--- src/rtl/srbc_pkg.sv ---
// Shared types, codes and constants of the sorted record bin chunker.
`default_nettype none

package srbc_pkg;

	localparam int MAX_REFERENCES_DEF = 65536;

	// Result queue depth; must be a power of two and at least two.
	localparam int QUEUE_DEPTH = 4;

	// Records whose bin is at or above this limit are not checked against the reference count when they arrive.
	localparam logic [15:0] LINEAR_BIN_LIMIT = 16'd4681;

	localparam logic FUNC_FLUSH = 1'b1;

	// Register select is paddr[3]: registers lie at byte addresses 0 and 8.
	localparam logic REG_REFERENCE_COUNT = 1'b0;
	localparam logic REG_START_OFFSET    = 1'b1;

	typedef enum logic [2:0] {
		KIND_CHUNK    = 3'd0,
		KIND_UNSORTED = 3'd1,
		KIND_OFFSET   = 3'd2,
		KIND_BAD_REF  = 3'd3,
		KIND_DONE     = 3'd4
	} kind_t;

	typedef struct packed {
		logic               func;
		logic signed [16:0] ref_id;
		logic signed [31:0] position;
		logic [15:0]        bin;
		logic [63:0]        next_offset;
	} item_t;

	typedef struct packed {
		kind_t       kind;
		logic [15:0] chunk_ref;
		logic [15:0] chunk_bin;
		logic [63:0] chunk_start;
		logic [63:0] chunk_stop;
		logic        last_of_run;
	} result_t;

	// Results produced by one accepted transaction, in order.
	typedef struct packed {
		logic [1:0] count;
		result_t    first;
		result_t    second;
	} push_t;

	typedef struct packed {
		logic        load;
		logic [63:0] value;
	} offset_load_t;

	// A status result carries no chunk and always ends the run of results.
	function automatic result_t status_result(input kind_t k);
		result_t r;
		r = '0;
		r.kind = k;
		r.last_of_run = 1'b1;
		return r;
	endfunction

endpackage

`default_nettype wire

--- src/rtl/srbc_if.sv ---
// Valid/ready channel interfaces for records in and results out.
`default_nettype none

interface srbc_in_if;
	logic               valid;
	logic               ready;
	logic               func;
	logic signed [16:0] ref_id;
	logic signed [31:0] position;
	logic [15:0]        bin;
	logic [63:0]        next_offset;

	modport source(output valid, func, ref_id, position, bin, next_offset, input ready);
	modport sink(input valid, func, ref_id, position, bin, next_offset, output ready);
endinterface

interface srbc_out_if;
	logic        valid;
	logic        ready;
	logic [2:0]  kind;
	logic [15:0] chunk_ref;
	logic [15:0] chunk_bin;
	logic [63:0] chunk_start;
	logic [63:0] chunk_stop;
	logic        last_of_run;

	modport source(output valid, kind, chunk_ref, chunk_bin, chunk_start, chunk_stop,
		last_of_run, input ready);
	modport sink(input valid, kind, chunk_ref, chunk_bin, chunk_start, chunk_stop,
		last_of_run, output ready);
endinterface

`default_nettype wire

--- src/rtl/sorted_record_bin_chunker_unit.sv ---
// Top level of the sorted record bin chunker: register port, run tracker and result queue.
//
// Records arrive on the items channel (valid/ready); a transaction with func set
// is an end-of-input flush. Each accepted record is checked against the run
// state in the cycle it is accepted, and its zero, one or two results enter a
// four-entry queue that drives the results channel; at the earliest they appear in
// the cycle after acceptance. One record is taken every cycle while each gives at most
// one result and the receiver keeps taking results; a record that gives two results
// fills two queue entries, which leave one at a time. The items channel is ready
// whenever the queue has room for two results, so a stalled receiver backs up into
// the queue and then into the sender, and nothing is dropped.
// Errors (unsorted position, offset not increasing, bad reference id) and the
// done result halt the block: later records are taken and give no result.
// Reset clears the run state, the queue and both registers, and halts nothing.
// Registers: reference_count at byte address 0, start_offset at address 8.
// Writing start_offset also reloads the open chunk start and the last offset.
`default_nettype none

module sorted_record_bin_chunker_unit import srbc_pkg::*; #(
	parameter int MAX_REFERENCES = MAX_REFERENCES_DEF
) (
	input  logic        clk,
	input  logic        arst_n,
	srbc_in_if.sink     items,
	srbc_out_if.source  results,
	input  logic        psel,
	input  logic        penable,
	input  logic        pwrite,
	input  logic [3:0]  paddr,
	input  logic [63:0] pwdata,
	output logic [63:0] prdata,
	output logic        pready
);

	logic [16:0]  reference_count_q;
	logic [63:0]  start_offset_q;
	logic         cfg_write;
	offset_load_t offset_load;
	item_t        item;
	push_t        push;
	logic         room;
	logic         accept;

	assign pready    = 1'b1;
	assign cfg_write = psel && penable && pwrite;

	always_ff @(posedge clk or negedge arst_n) begin
		if (!arst_n) begin
			reference_count_q <= '0;
			start_offset_q    <= '0;
		end else if (cfg_write) begin
			case (paddr[3])
				REG_REFERENCE_COUNT: reference_count_q <= pwdata[16:0];
				REG_START_OFFSET: start_offset_q <= pwdata;
				default: ;
			endcase
		end
	end

	assign prdata = (paddr[3] == REG_START_OFFSET) ? start_offset_q :
		{47'd0, reference_count_q};

	assign offset_load.load  = cfg_write && (paddr[3] == REG_START_OFFSET);
	assign offset_load.value = pwdata;

	always_comb begin
		item.func        = items.func;
		item.ref_id      = items.ref_id;
		item.position    = items.position;
		item.bin         = items.bin;
		item.next_offset = items.next_offset;
	end

	assign items.ready = room;
	assign accept      = items.valid && room;

	srbc_step #(
		.MAX_REFERENCES(MAX_REFERENCES)
	) u_step (
		.clk(clk),
		.arst_n(arst_n),
		.accept(accept),
		.item(item),
		.reference_count(reference_count_q),
		.offset_load(offset_load),
		.push(push)
	);

	srbc_queue #(
		.DEPTH(QUEUE_DEPTH)
	) u_queue (
		.clk(clk),
		.arst_n(arst_n),
		.push(push),
		.room(room),
		.res(results)
	);

endmodule

`default_nettype wire

--- src/rtl/srbc_step.sv ---
// Run tracking state and the per-record checks that produce chunks and errors.
`default_nettype none

module srbc_step import srbc_pkg::*; #(
	parameter int MAX_REFERENCES = MAX_REFERENCES_DEF
) (
	input  logic         clk,
	input  logic         arst_n,
	input  logic         accept,
	input  item_t        item,
	input  logic [16:0]  reference_count,
	input  offset_load_t offset_load,
	output push_t        push
);

	localparam logic [31:0] MaxRefs = 32'(MAX_REFERENCES);

	logic signed [16:0] current_ref_q;
	logic               open_valid_q;
	logic [15:0]        open_bin_q;
	logic signed [16:0] open_ref_q;
	logic [63:0]        open_start_q;
	logic [63:0]        prev_offset_q;
	logic signed [31:0] prev_pos_q;
	logic               halted_q;

	logic [31:0] ref_limit;
	logic        ref_changed, unsorted, bad_new, bin_diff, close_open, open_ok, off_bad;
	logic        commit, halt;
	result_t     chunk;

	function automatic logic ref_ok(input logic signed [16:0] r, input logic [31:0] lim);
		return !r[16] && ({15'd0, r} < lim);
	endfunction

	assign ref_limit = ({15'd0, reference_count} < MaxRefs) ? {15'd0, reference_count} : MaxRefs;

	// The current bin always equals the open bin, so one register serves both.
	assign ref_changed = item.ref_id != current_ref_q;
	assign unsorted    = !ref_changed && (prev_pos_q > item.position);
	assign bad_new     = !item.ref_id[16] && (item.bin < LINEAR_BIN_LIMIT) &&
		!ref_ok(item.ref_id, ref_limit);
	assign bin_diff    = ref_changed || !open_valid_q || (item.bin != open_bin_q);
	assign close_open  = bin_diff && open_valid_q;
	assign open_ok     = ref_ok(open_ref_q, ref_limit);
	assign off_bad     = item.next_offset <= prev_offset_q;

	always_comb begin
		chunk = '0;
		chunk.kind = KIND_CHUNK;
		chunk.chunk_ref = open_ref_q[15:0];
		chunk.chunk_bin = open_bin_q;
		chunk.chunk_start = open_start_q;
		chunk.chunk_stop = prev_offset_q;
	end

	always_comb begin
		push = '0;
		commit = 1'b0;
		halt = 1'b0;
		if (accept && !halted_q) begin
			if (item.func == FUNC_FLUSH) begin
				halt = 1'b1;
				if (!open_ref_q[16] && !open_ok) begin
					push.count = 2'd1;
					push.first = status_result(KIND_BAD_REF);
				end else if (!open_ref_q[16]) begin
					push.count = 2'd2;
					push.first = chunk;
					push.second = status_result(KIND_DONE);
				end else begin
					push.count = 2'd1;
					push.first = status_result(KIND_DONE);
				end
			end else if (unsorted) begin
				halt = 1'b1;
				push.count = 2'd1;
				push.first = status_result(KIND_UNSORTED);
			end else if (bad_new || (close_open && !open_ok)) begin
				halt = 1'b1;
				push.count = 2'd1;
				push.first = status_result(KIND_BAD_REF);
			end else begin
				if (close_open) begin
					push.count = 2'd1;
					push.first = chunk;
				end
				// An unmapped record opening a run halts with a done result.
				if ((bin_diff && item.ref_id[16]) || off_bad) begin
					halt = 1'b1;
					if (close_open) begin
						push.count = 2'd2;
						push.second = status_result((bin_diff && item.ref_id[16]) ?
							KIND_DONE : KIND_OFFSET);
					end else begin
						push.count = 2'd1;
						push.first = status_result((bin_diff && item.ref_id[16]) ?
							KIND_DONE : KIND_OFFSET);
					end
				end else begin
					commit = 1'b1;
					push.first.last_of_run = close_open;
				end
			end
		end
	end

	always_ff @(posedge clk or negedge arst_n) begin
		if (!arst_n) begin
			current_ref_q <= '1;
			open_valid_q  <= 1'b0;
			open_bin_q    <= '0;
			open_ref_q    <= '1;
			open_start_q  <= '0;
			prev_offset_q <= '0;
			prev_pos_q    <= '1;
			halted_q      <= 1'b0;
		end else begin
			if (offset_load.load) begin
				open_start_q  <= offset_load.value;
				prev_offset_q <= offset_load.value;
			end
			if (halt) begin
				halted_q <= 1'b1;
			end
			if (commit) begin
				current_ref_q <= item.ref_id;
				prev_offset_q <= item.next_offset;
				prev_pos_q    <= item.position;
				if (bin_diff) begin
					open_valid_q <= 1'b1;
					open_bin_q   <= item.bin;
					open_ref_q   <= item.ref_id;
					open_start_q <= prev_offset_q;
				end
			end
		end
	end

	a_halt_sticks: assert property (@(posedge clk) disable iff (!arst_n)
		halted_q |=> halted_q)
		else $error("halt flag cleared without reset");

	a_halted_silent: assert property (@(posedge clk) disable iff (!arst_n)
		halted_q |-> (push.count == 2'd0) && !commit)
		else $error("results or state update while halted");

	a_pair_order: assert property (@(posedge clk) disable iff (!arst_n)
		(push.count == 2'd2) |-> (push.first.kind == KIND_CHUNK) &&
			!push.first.last_of_run && push.second.last_of_run && halt)
		else $error("two results must be a chunk followed by a final status");

	a_single_last: assert property (@(posedge clk) disable iff (!arst_n)
		(push.count == 2'd1) |-> push.first.last_of_run)
		else $error("single result not marked last");

endmodule

`default_nettype wire

--- src/rtl/srbc_queue.sv ---
// Result queue that takes up to two results a cycle and delivers one while the receiver is ready.
`default_nettype none

module srbc_queue import srbc_pkg::*; #(
	parameter int DEPTH = QUEUE_DEPTH
) (
	input  logic              clk,
	input  logic              arst_n,
	input  push_t             push,
	output logic              room,
	srbc_out_if.source        res
);

	localparam int PtrW = $clog2(DEPTH);
	localparam int CntW = $clog2(DEPTH + 1);

	result_t          mem [DEPTH];
	logic [PtrW-1:0]  wr_q, rd_q;
	logic [CntW-1:0]  count_q;
	logic             pop;
	result_t          head;

	assign pop  = res.valid && res.ready;
	assign room = count_q <= CntW'(DEPTH - 2);
	assign head = mem[rd_q];

	assign res.valid       = count_q != '0;
	assign res.kind        = head.kind;
	assign res.chunk_ref   = head.chunk_ref;
	assign res.chunk_bin   = head.chunk_bin;
	assign res.chunk_start = head.chunk_start;
	assign res.chunk_stop  = head.chunk_stop;
	assign res.last_of_run = head.last_of_run;

	always_ff @(posedge clk) begin
		if (push.count != 2'd0) begin
			mem[wr_q] <= push.first;
		end
		if (push.count == 2'd2) begin
			mem[wr_q + PtrW'(1)] <= push.second;
		end
	end

	always_ff @(posedge clk or negedge arst_n) begin
		if (!arst_n) begin
			wr_q    <= '0;
			rd_q    <= '0;
			count_q <= '0;
		end else begin
			wr_q    <= wr_q + PtrW'(push.count);
			rd_q    <= rd_q + PtrW'(pop);
			count_q <= count_q + CntW'(push.count) - CntW'(pop);
		end
	end

	a_count_bound: assert property (@(posedge clk) disable iff (!arst_n)
		count_q <= CntW'(DEPTH))
		else $error("result queue overflow");

	a_push_room: assert property (@(posedge clk) disable iff (!arst_n)
		(push.count != 2'd0) |-> room)
		else $error("results pushed without room");

	a_empty_stays: assert property (@(posedge clk) disable iff (!arst_n)
		(count_q == '0) && (push.count == 2'd0) |=> !res.valid)
		else $error("result appeared without a push");

endmodule

`default_nettype wire
--- src/flat_wrapper.sv ---
// flat-port wrapper written by rule: the top's interface ports become plain ports
module sorted_record_bin_chunker_unit_flat import srbc_pkg::*;
#(
	parameter int MAX_REFERENCES = MAX_REFERENCES_DEF
)
  (clk, arst_n, psel, penable, pwrite, paddr, pwdata, prdata, pready, items_valid, items_func, items_ref_id, items_position, items_bin, items_next_offset, items_ready, results_valid, results_kind, results_chunk_ref, results_chunk_bin, results_chunk_start, results_chunk_stop, results_last_of_run, results_ready);
  srbc_in_if items_i ();
  srbc_out_if results_i ();
  input  logic clk;
  input  logic arst_n;
  input  logic psel;
  input  logic penable;
  input  logic pwrite;
  input  logic [3:0] paddr;
  input  logic [63:0] pwdata;
  output logic [63:0] prdata;
  output logic pready;
  input wire logic [$bits(items_i.valid)-1:0] items_valid;
  input wire logic [$bits(items_i.func)-1:0] items_func;
  input wire logic [$bits(items_i.ref_id)-1:0] items_ref_id;
  input wire logic [$bits(items_i.position)-1:0] items_position;
  input wire logic [$bits(items_i.bin)-1:0] items_bin;
  input wire logic [$bits(items_i.next_offset)-1:0] items_next_offset;
  output wire logic [$bits(items_i.ready)-1:0] items_ready;
  output wire logic [$bits(results_i.valid)-1:0] results_valid;
  output wire logic [$bits(results_i.kind)-1:0] results_kind;
  output wire logic [$bits(results_i.chunk_ref)-1:0] results_chunk_ref;
  output wire logic [$bits(results_i.chunk_bin)-1:0] results_chunk_bin;
  output wire logic [$bits(results_i.chunk_start)-1:0] results_chunk_start;
  output wire logic [$bits(results_i.chunk_stop)-1:0] results_chunk_stop;
  output wire logic [$bits(results_i.last_of_run)-1:0] results_last_of_run;
  input wire logic [$bits(results_i.ready)-1:0] results_ready;
  assign items_i.valid = items_valid;
  assign items_i.func = items_func;
  assign items_i.ref_id = items_ref_id;
  assign items_i.position = items_position;
  assign items_i.bin = items_bin;
  assign items_i.next_offset = items_next_offset;
  assign items_ready = items_i.ready;
  assign results_valid = results_i.valid;
  assign results_kind = results_i.kind;
  assign results_chunk_ref = results_i.chunk_ref;
  assign results_chunk_bin = results_i.chunk_bin;
  assign results_chunk_start = results_i.chunk_start;
  assign results_chunk_stop = results_i.chunk_stop;
  assign results_last_of_run = results_i.last_of_run;
  assign results_i.ready = results_ready;
  sorted_record_bin_chunker_unit #(.MAX_REFERENCES(MAX_REFERENCES)) u_core (.clk(clk), .arst_n(arst_n), .items(items_i), .results(results_i), .psel(psel), .penable(penable), .pwrite(pwrite), .paddr(paddr), .pwdata(pwdata), .prdata(prdata), .pready(pready));
endmodule
--- config.mk ---
export PLATFORM = sky130hd
export DESIGN_NAME = sorted_record_bin_chunker_unit_flat
export DESIGN_NICKNAME = d
export VERILOG_FILES = /design/src/rtl/srbc_pkg.sv /design/src/rtl/srbc_if.sv /design/src/rtl/sorted_record_bin_chunker_unit.sv /design/src/rtl/srbc_step.sv /design/src/rtl/srbc_queue.sv /design/src/flat_wrapper.sv
export SDC_FILE = /design/constraint.sdc
export NUM_CORES = 2
export LEC_CHECK = 0
export BUFFER_PORTS_ARGS = -buffer_cell sky130_fd_sc_hd__buf_2
export CAP_MARGIN = 20
export CORE_MARGIN = 2
export CORE_UTILIZATION = 40
export CTS_CLUSTER_DIAMETER = 50
export DETAILED_ROUTE_END_ITERATION = 10
export GPL_ROUTABILITY_DRIVEN = 0
export PLACE_DENSITY_LB_ADDON = 0.15
export SLEW_MARGIN = 20
export SYNTH_ARGS = -nofsm -noshare
export SYNTH_HDL_FRONTEND = slang
export SYNTH_HIERARCHICAL = 1
export SYNTH_SLANG_ARGS = --single-unit
--- constraint.sdc ---
create_clock -name clk -period 29.1 [get_ports clk]
set_input_delay 1.455 -clock clk [delete_from_list [all_inputs] [get_ports clk]]
set_output_delay 1.455 -clock clk [all_outputs]
set_load 0.01 [all_outputs]
==> flow_results.org <==
** Synthesis
- Mean post-synth cell area :: 14.8 µm²
- During synthesis, Yosys emitted a total of 6 warnings.
- Counting flops with an async set or reset pin after synthesis yields a share of 31.4%.
- Synthesized flop and latch total :: 956
- Counting every instance in the synthesized netlist gives 3474.
- The synthesized netlist contains 70 unique library cells.
- Post-synth design cell area :: 51300 µm²
- The synthesized design contains 656 enable-type register cells.
- The share of the Yosys chip area taken by registers is 53.2%.
- Top_reg_cell synth :: sky130_fd_sc_hd__edfxtp_1

** Timing
- The hold violation total from the final report was 0.
- For the pin with the worst max-slew slack, the measured transition is 1.13 ns.
- The final critical path takes up 25.9% of the cycle.
- Max-slew headroom :: 24.8%
- Setup repair after global routing left no endpoint under its margin.
- The number of slew-limit violations in the final report came to 0.
- Setup violations remaining at the end of the flow were counted as 0.
- On the final layout, the worst clock skew is 0.0314 ns.
- Time the worst path needs with I/O delays and setup :: 7.55 ns
- For this run, the top clock speed supported by timing is 133 MHz.
- For the final routed database, the setup TNS stands at 0 ns.

** Layout
- Final net count :: 4228
- Commonest cells after routing, fill and taps aside :: 874 x sky130_fd_sc_hd__mux2_2, 656 x sky130_fd_sc_hd__edfxtp_1, 429 x sky130_fd_sc_hd__buf_2
- The area growth from synthesis to layout is 14.9%.
- Most common cell after layout, fill and taps aside :: sky130_fd_sc_hd__mux2_2
- Cells fill 46.2% of the core in the end.
- Share of layout cells above drive strength 1 :: 47.3%

** Floorplan
- Area inside the core boundary :: 127000 µm²
- For this design the top-level I/O count stands at 436.
- Height of the chip :: 362 µm
- Initial standard-cell utilization of the core :: 40.3%
- Row generation in the floorplan step produced 131 rows.
- The die covers 131000 µm².
- From left edge to right edge, the die measures 362 µm.

** Global routing
- The number of antenna violations at the first check in global routing is 24.
- The number of global-route vias before repair is 31620.
- The first global-routing pass estimated 209 mm of wire.
- Global routing used 21.5% of the available tracks across all layers.
- Entering global routing, the biggest net connects 131 pins.
- The total overflow left after global routing is 0.

** Clock tree
- The clock drives 956 sinks.
- Clk_lat worst skew :: 0.75 ns
- Cell at the root of the clock tree :: sky130_fd_sc_hd__clkbuf_16
- Postcts setup bufs :: 0
- In this run the deepest clock path goes through 3 buffers.
- Buffers inserted during clock tree synthesis total 139.
- Clock-pin slew was measured on the worst setup and hold paths at 0.05 ns.
- Quantity of gates resized following cts :: 0
- Hold Buf Count CTS :: 0
- The H-tree generated during clock tree synthesis spans 4 levels.
- TritonCTS built the clock tree.

** Status
- The run finished with clean final reports.

** Drt
- Detailed routing placed a total of 7.70 mm of wire on met3.
- The first detailed-routing pass took 5 iterations.
- For this block, the initial DRC count from the detailed router was 1860.
- After detailed routing, the number of remaining DRC violations is 0.
- The final layout contains routed wiring with a total length of 141 mm.
- Met2 wire len :: 68.1 mm
- The detailed router put a total of 61.1 mm of wire on met1.
- The detailed router used layers up to and including met5.
- Vias :: 29778
- Via density per instance :: 5.25
- Antenna Nets Post-Route :: 0
- WL per Instance :: 24.8 µm

** Worst setup path
- Critical path endpoint category :: register
- The largest individual stage delay along the critical path comes from the cell sky130_fd_sc_hd__and4bb_4.
- Of all nets on the critical path, the largest fanout is 130.
- Worst EP required :: 29.57 ns
- Crit start category :: input port
- Worst Setup Path Type :: input port to register
- Data on the critical path arrives at its endpoint at 8.02 ns.
- Among cell families on the critical path, the largest total delay comes from simple AND/OR/NAND/NOR gates.
- Worst path cell trace :: buf_2 > ha_1 > nand4_1 > nor4_1 > nand4b_1 > nor3_1 > nor2_1 > nand2_1 > ha_1 > or3b_2 > a21oi_1 > and4bb_4 > buf_12 > mux2_2
- Cell mode on critical path :: sky130_fd_sc_hd__ha_1
- Delay of the slowest cell on the worst path :: 0.97 ns
- WP buf/inv :: 2

** Pwr
- Design Power :: 0.00420 W
- Leakage Power :: 24.9 nW
- Dividing total power by cell area gives a power density of 71.4 nW/µm².
- Maximum vdd drop :: 64.7 µV

** Hold path
- In this run the worst hold path is classified as register to register.

** Placement
- After legalization and detailed placement, the total HPWL measured 83.1 mm.
- Input and output buffers added on the ports amount to 431.

** Job
- MaxCap Viol Count :: 0
## report_power, final
group / switching [W] / internal [W]
logic: 0.000459 / 0.000401
registers: 0.0000854 / 0.00152
clock network: 0.000651 / 0.00109
total: 0.00120 / 0.00301
## final cells by class
type	instances	area (µm²)
diodes	8	20.0
clock buffers	183	3880
clock inverters	73	900
fillers	11358	68500
inverters	172	651
multi-input cells	2154	21500
flip-flops and latches	956	27300
well taps	1662	2080
repair buffers	467	2560
## cells in the mapped netlist, drive strengths merged, types with 4 or more instances
cell type  count  area share, %
nor4           9           0.11
edfxtp       656             38
dfstp         66            3.4
o211ai         7           0.10
nor2b          4          0.049
nor2          18           0.13
clkbuf        44           0.32
buf          308            4.6
mux4         164            7.2
nor3          10          0.098
a21o          20           0.29
xnor2         38           0.65
a21oi         49           0.48
o21ai        147            1.4
and4           8           0.14
nand4         29           0.35
ha           132            3.2
and3           4          0.049
nand3         13           0.13
and2         208            2.5
dfrtp        234             11
nand2        111           0.82
a221oi         4          0.081
a31oi          4          0.049
mux2         963             22
a211oi         6          0.088
inv          172            1.3
## registers in the layout, indices dropped and copies added (netlist names)
signal	cells
u_core/start_offset_q	64
u_core/u_step/prev_offset_q	64
u_core/u_step/current_ref_q	17
u_core/reference_count_q	17
u_core/u_queue/count_q	3
u_core/u_queue/wr_q	2
u_core/u_step/halted_q	1
u_core/u_step/prev_pos_q	32
u_core/u_queue/rd_q	2
u_core/u_step/open_start_q	64
u_core/u_step/open_bin_q	16
u_core/u_step/open_ref_q	17
u_core/u_queue/mem	656
u_core/u_step/open_valid_q	1
## through the flow
step | cell area (µm²) | setup slack (ns) | instances | hold slack, ns
after global placement | 54100 | 20.30 | 5410 | 0.459
after global routing | 58900 | 21.38 | 5671 | 0.505
after detailed placement | 54100 | 20.27 | 5410 | 0.465
after floorplan | 51900 | 12.78 | 3634 | 0.441
after CTS | 58800 | 21.07 | 5666 | 0.477
final | 58900 | 21.55 | 5675 | 0.483
## cells by family (layout without fill, tap and decap cells)
| family | after synthesis | after routing | share of synthesized area (%) |
|---|---|---|---|
| AND/OR/NAND/NOR | 433 | 433 | 4.78 |
| AO/OA/AOI/OAI | 258 | 258 | 2.91 |
| flip-flops | 956 | 956 | 53.2 |
| multiplexers | 1129 | 1129 | 29.0 |
| buffers and inverters | 524 | 895 | 6.18 |
| adder cells (fa/ha/maj) | 133 | 133 | 3.26 |
| XOR/XNOR | 39 | 39 | 0.666 |
| other | 2 | 170 | 0.0147 |
## per-layer routing
layer / global-route usage (%) / vias up
met5: 0 / -
met4: 6.46 / 30
met3: 5.02 / 224
met2: 35.5 / 654
met1: 28.1 / 15272
li1: - / 13598
## final timing paths
path                                                 start                        end  slack, ns  cells after the start
hold reg to reg                     u_core/u_step/halted_q     u_core/u_step/halted_q       0.48                      1
min in group asynchronous                           arst_n  u_core/start_offset_q[22]       0.78                      1
setup / recovery                     items_next_offset[46]  u_core/u_queue/mem[3][55]      21.55                     14
setup reg to reg           u_core/u_step/prev_offset_q[43]  u_core/u_queue/mem[3][55]      21.78                     14
hold / removal                      u_core/u_step/halted_q     u_core/u_step/halted_q       0.48                      1
max in group asynchronous                           arst_n     u_core/u_queue/rd_q[1]      26.10                      3
Note: power is estimated with default switching activity, not from simulation.
